--- src/sv/tcbld_pkg.sv ---
// ----------------------------------------------------------------------------
// tcbld_pkg
// Shared types and constants for the tile cache LRU directory.
// ----------------------------------------------------------------------------
package tcbld_pkg;

   localparam int CACHE_ENTRIES = 64;
   localparam int EVICT_WANT    = CACHE_ENTRIES / 5;
   localparam int IDX_W         = $clog2(CACHE_ENTRIES);
   localparam int CNT_W         = $clog2(CACHE_ENTRIES + 1);
   localparam int EVC_W         = $clog2(EVICT_WANT + 1);
   localparam int KEY_W         = 64;
   localparam int STAMP_W       = 64;
   localparam int SLOT_W        = 6;
   localparam int EVOUT_W       = 4;

   typedef struct packed {
      logic [11:0] glyph_x;
      logic [11:0] glyph_y;
      logic [7:0]  page_index;
      logic [23:0] tint_rgb;
   } req_item_type;

   typedef struct packed {
      logic              hit;
      logic [SLOT_W-1:0] slot;
      logic [EVOUT_W-1:0] evicted_count;
   } rsp_item_type;

   typedef enum logic [2:0] {
      ST_IDLE,
      ST_LOOK,
      ST_DECIDE,
      ST_EVICT,
      ST_DROP,
      ST_WRITE,
      ST_FINISH
   } state_type;

   typedef struct packed {
      logic accept;
      logic scan_start;
      logic scan_step;
      logic evict_mode;
      logic hit_write;
      logic drop;
      logic insert;
      logic load_rsp;
   } cmd_type;

   typedef struct packed {
      logic scan_done;
      logic hit_found;
      logic full;
      logic evict_last;
      logic rsp_free;
   } status_type;

endpackage

--- src/sv/tcbld_ctrl.sv ---
// ----------------------------------------------------------------------------
// tcbld_ctrl
// Sequencer: lookup scan, batch eviction passes, insert and result load.
// ----------------------------------------------------------------------------
module tcbld_ctrl (
   input  logic                  clock,
   input  logic                  reset,
   input  logic                  req_valid,
   output logic                  req_ready,
   input  tcbld_pkg::status_type sts,
   output tcbld_pkg::cmd_type    cmd
);

   tcbld_pkg::state_type state_ff, state_in;

   always_ff @(posedge clock) begin
      if (reset) begin
         state_ff <= tcbld_pkg::ST_IDLE;
      end else begin
         state_ff <= state_in;
      end
   end

   always_comb begin
      state_in  = state_ff;
      cmd       = '0;
      req_ready = 1'b0;
      case (state_ff)
         tcbld_pkg::ST_IDLE: begin
            req_ready = 1'b1;
            if (req_valid) begin
               cmd.accept     = 1'b1;
               cmd.scan_start = 1'b1;
               state_in       = tcbld_pkg::ST_LOOK;
            end
         end
         tcbld_pkg::ST_LOOK: begin
            cmd.scan_step = 1'b1;
            if (sts.scan_done) begin
               state_in = tcbld_pkg::ST_DECIDE;
            end
         end
         tcbld_pkg::ST_DECIDE: begin
            if (sts.hit_found) begin
               cmd.hit_write = 1'b1;
               state_in      = tcbld_pkg::ST_FINISH;
            end else if (sts.full) begin
               cmd.scan_start = 1'b1;
               cmd.evict_mode = 1'b1;
               state_in       = tcbld_pkg::ST_EVICT;
            end else begin
               state_in = tcbld_pkg::ST_WRITE;
            end
         end
         tcbld_pkg::ST_EVICT: begin
            cmd.scan_step  = 1'b1;
            cmd.evict_mode = 1'b1;
            if (sts.scan_done) begin
               state_in = tcbld_pkg::ST_DROP;
            end
         end
         tcbld_pkg::ST_DROP: begin
            cmd.drop = 1'b1;
            if (sts.evict_last) begin
               state_in = tcbld_pkg::ST_WRITE;
            end else begin
               cmd.scan_start = 1'b1;
               cmd.evict_mode = 1'b1;
               state_in       = tcbld_pkg::ST_EVICT;
            end
         end
         tcbld_pkg::ST_WRITE: begin
            cmd.insert = 1'b1;
            state_in   = tcbld_pkg::ST_FINISH;
         end
         tcbld_pkg::ST_FINISH: begin
            if (sts.rsp_free) begin
               cmd.load_rsp = 1'b1;
               state_in     = tcbld_pkg::ST_IDLE;
            end
         end
         default: begin
            state_in = tcbld_pkg::ST_IDLE;
         end
      endcase
   end

endmodule

--- config.mk ---
export PLATFORM = sky130hd
export DESIGN_NAME = tcbld_ctrl
export DESIGN_NICKNAME = d
export VERILOG_FILES = /design/src/sv/tcbld_pkg.sv /design/src/sv/tcbld_ctrl.sv
export SDC_FILE = /design/constraint.sdc
export NUM_CORES = 1
export LEC_CHECK = 0
export ABC_AREA = 1
export BUFFER_PORTS_ARGS = -buffer_cell sky130_fd_sc_hd__buf_2
export CAP_MARGIN = 0
export CORE_AREA = 2 2 39 41
export CTS_BUF_LIST = sky130_fd_sc_hd__clkbuf_8
export CTS_CLUSTER_SIZE = 8
export DETAILED_ROUTE_END_ITERATION = 8
export DIE_AREA = 0 0 41 43
export SLEW_MARGIN = 5
export SYNTH_ARGS = -nofsm -noshare
export SYNTH_HDL_FRONTEND = slang
export SYNTH_SLANG_ARGS = --single-unit
--- constraint.sdc ---
create_clock -name clock -period 1.8 [get_ports clock]
set_clock_uncertainty 0.1 [all_clocks]
set_input_delay 0.54 -clock clock [delete_from_list [all_inputs] [get_ports clock]]
set_output_delay 0.54 -clock clock [all_outputs]
set_load 0.005 [all_outputs]
==> impl_summary.md <==
Route
In the final routing, the length of wire on met1 measures 363 µm. The number of search-and-repair iterations in the first detailed-routing pass is 4. For this block, the via count after detailed routing is 443. The average routed wire per standard cell is 8.45 µm. The count of nets left with antenna violations once routing finished came out at 0. Using the TritonRoute via totals, the vias-per-cell ratio works out to 4.43. The met2 routed wirelength is 430 µm. Summed over all layers, the routed wires come to 845 µm. The highest metal layer with signal wires is met4. The routed design uses 42 µm of met3 wire. For this run, design rule violations remaining after detail routing come to 0. The number of DRC violations after detailed-routing iteration 0 is 9.

Logic synthesis
The total of flip-flops plus latches after synthesis is 3. The arithmetic-cell share of the synthesized area counting full adders, half adders and majority gates is 0%. The number of synthesis warnings is 0.

For this run, the register share of the synthesized area comes to 17.6%. The instance count of the mapped netlist is 59. The total nets after synthesis is 67. The distinct cell type count after synthesis is 18. The simple-gate portion of the synthesized area is 48.7%. The synthesized area per cell is 5.79 µm². After synthesis the cells add up to 342 µm². After synthesis, the largest family of logic cells by area is simple AND/OR/NAND/NOR gates.

The xor and xnor area share after synthesis is 0%. The synthesized netlist devotes 11.7% of its cell area to compound gates. In the synthesized netlist, mux cells make up 0% of the area.

Cells and area
The largest registers in the layout are state_ff x3. For this run, the share of the core covered by cells in the final layout is 40.2%. The flip-flop count of the largest register after layout is 3. After filler insertion, the fill cell instance count of the layout stands at 143.

Compared with the post-synthesis result, the final layout area differs by 63.0%. Of the cells placed in the final design, the portion with a size suffix greater than 1 is 54.8%. The area of all placed cells without fillers is 557 µm². The net count of the finished layout is 93. The non-filler instance count after layout is 100. The commonest non-fill, non-tap cell in the layout is sky130_fd_sc_hd__buf_2. The total inserted antenna cells is 0. The library cells used most frequently in the layout, excluding fill and tap cells, are sky130_fd_sc_hd__buf_2 (16), sky130_fd_sc_hd__inv_1 (12), sky130_fd_sc_hd__nand2_1 (9). The register name with the most flops is state_ff.

Clock network
The number of H-tree levels is 1. Counting along the longest clock path gives a buffer depth of 2. TritonCTS built the clock tree.

The clock-pin transition on the worst setup and hold timing paths is 0.03 ns. The clock latency on the worst-skew pair is 0.21 ns. The root buffer cell chosen for the clock tree is sky130_fd_sc_hd__clkbuf_8.

The total CTS buffers is 3. The number of buffers added to fix hold violations after cts is 0. The number of sinks on the clock net is 3.

GRT
The via count of the first global-routing pass came to 371. The maximum number of pins on one net before global-route repair is 8. The initial antenna violation count is 0. The total track usage is 10.2%. The global-route wire length before repair is 1280 µm. The final global-route overflow total is 0.

Worst setup path
The arrival time reported for the critical path endpoint is 1.18 ns. The critical path starts at state_ff[1]. The count of cells along the worst register-to-register path is 8. The category of the critical setup timing path is reg -> out. The category of the worst setup path launch point is a flip-flop. The endpoint identified for the worst register-to-register timing path is state_ff[2]. Setup slack on the worst reg-to-reg path comes out at 0.57 ns. STA classifies the critical path endpoint as a primary output. The highest net fanout along the worst path is 5. The launch instance of the worst register-to-register path is state_ff[2]. For the worst setup path, the data required time is 1.16 ns.

Hold path
The worst min-delay path startpoint is reset. The end point of the worst hold path is state_ff[1]. The type of the most critical hold path is in -> reg. The cell count of the worst hold path is 2.

Timing
Setup repair after global routing could not meet its margin everywhere. The number of hold-slack violations in the final timing report was 0. Once routing completed, OpenROAD measured the worst setup slack at -0.0164 ns. For this run, the top clock speed supported by timing is 551 MHz. Dividing the final minimum period by the clock period gives 101%. The worst slew slack as a fraction of its limit is 87.3%. The final critical delay including setup and external delays is 1.82 ns. The final-layout worst hold slack is 0.414 ns. The max-slew violation total from the final report came to 0. Setup violations remaining at the end of the flow were counted as 2. The pin slew with the least headroom to its limit is 0.189 ns.

Floorplan
The floorplan step defined a die boundary enclosing 1760 µm². The cell row count is 14. The die is 41 µm wide.

In this run the vertical extent of the chip is 43 µm. The core region area is 1380 µm². 17 I/O pins were placed. The effective utilization at floorplan is 24.7%.

Run
The tool flagged a number of max-cap violations equal to 0.

Place
The placer congestion estimate is 0.775. The placed wire-length estimate after detailed placement is 655 µm. Counting tap cells, the placed design contains a total of 93 instances. Input and output buffers added on the ports amount to 16. The instance area at placement is 453 µm².

Run status
The checks that failed: negative setup slack. The flow ran to the end, but the final reports show violations.

Power and ir drop
The power density over the cells is 958 nW/µm². The largest vdd supply drop is 0.420 mV. The standby leakage power is 0.320 nW.
[cell type report]
cell class	count	area (µm²)	area share [%]
clock buffer	3	41.3	7.42
multi-input combinational	39	231	41.6
sequential	3	71.3	12.8
tap	16	20.0	3.60
inverter	15	56.3	10.1
clock inverter	1	3.75	0.674
timing repair buffer	23	133	23.8
[layer usage]
metal | global-route usage (%) | vias up
li1 | - | 229
met3 | 0 | 2
met1 | 10.3 | 198
met4 | 6.00 | 0
met2 | 19.1 | 14
met5 | 0 | -
[worst max-delay path, cell delays in order, from the launching register on]
cell and delay, ns:
sky130_fd_sc_hd__dfxtp_4 0.35, sky130_fd_sc_hd__nor2_4 0.15, sky130_fd_sc_hd__nand3b_1 0.14, sky130_fd_sc_hd__o21ai_2 0.08, sky130_fd_sc_hd__inv_1 0.07, sky130_fd_sc_hd__o21ai_2 0.05, sky130_fd_sc_hd__buf_2 0.11
[synth_stat cells, drive strengths merged]
master / number / area [µm²]
nor2: 9 / 46.3
buf: 2 / 18.8
nand3b: 1 / 7.51
a211oi: 1 / 7.51
dfxtp: 3 / 60.1
nand2: 12 / 52.6
nor3: 2 / 10.0
nand3: 9 / 50.1
o21ai: 2 / 13.8
inv: 15 / 56.3
a21oi: 3 / 18.8
[power by group]
| group | internal (mW) | switching (mW) |
|---|---|---|
| registers | 0.0823 | 0.0214 |
| logic | 0.113 | 0.127 |
| clock network | 0.145 | 0.0440 |
| total | 0.341 | 0.193 |
[through the flow]
| stage | TNS [ns] | total power, mW | worst slack [ns] |
|---|---|---|---|
| 2_1_floorplan | 0 | 0.233 | 0.205 |
| 3_3_place_gp | 0 | 0.292 | 0.0151 |
| 3_5_place_dp | 0 | 0.296 | 0.00191 |
| 4_1_cts | -0.0332 | 0.507 | -0.0220 |
| 5_1_grt | -0.228 | 0.575 | -0.0875 |
| 6_report | -0.0219 | 0.533 | -0.0164 |
[how the worst max path moves through the flow]
stage                        end  slack [ns]  cells after the start
after floorplan           cmd[6]        0.20                      6
after global placement    cmd[6]        0.02                      6
after detailed placement  cmd[6]       0.002                      6
after CTS                 cmd[6]       -0.02                      6
after global routing      cmd[6]       -0.09                      6
final                     cmd[6]       -0.02                      6
[repair_timing]
item | in CTS | in global routing
cloned | 0 | 0
gates resized for setup | 8 | 6
setup endpoints to repair | 4 | 3
buffers inserted | 2 | 1
pin swaps | 0 | 3
[cell families (layout without fill, tap and decap cells)]
kind of cell,after synthesis,in the layout
buffers and inverters,17,42
and+or+nand+nor,33,33
AOI/OAI and AO/OA,6,6
DFF,3,3
(Power assumes the default switching activity.)
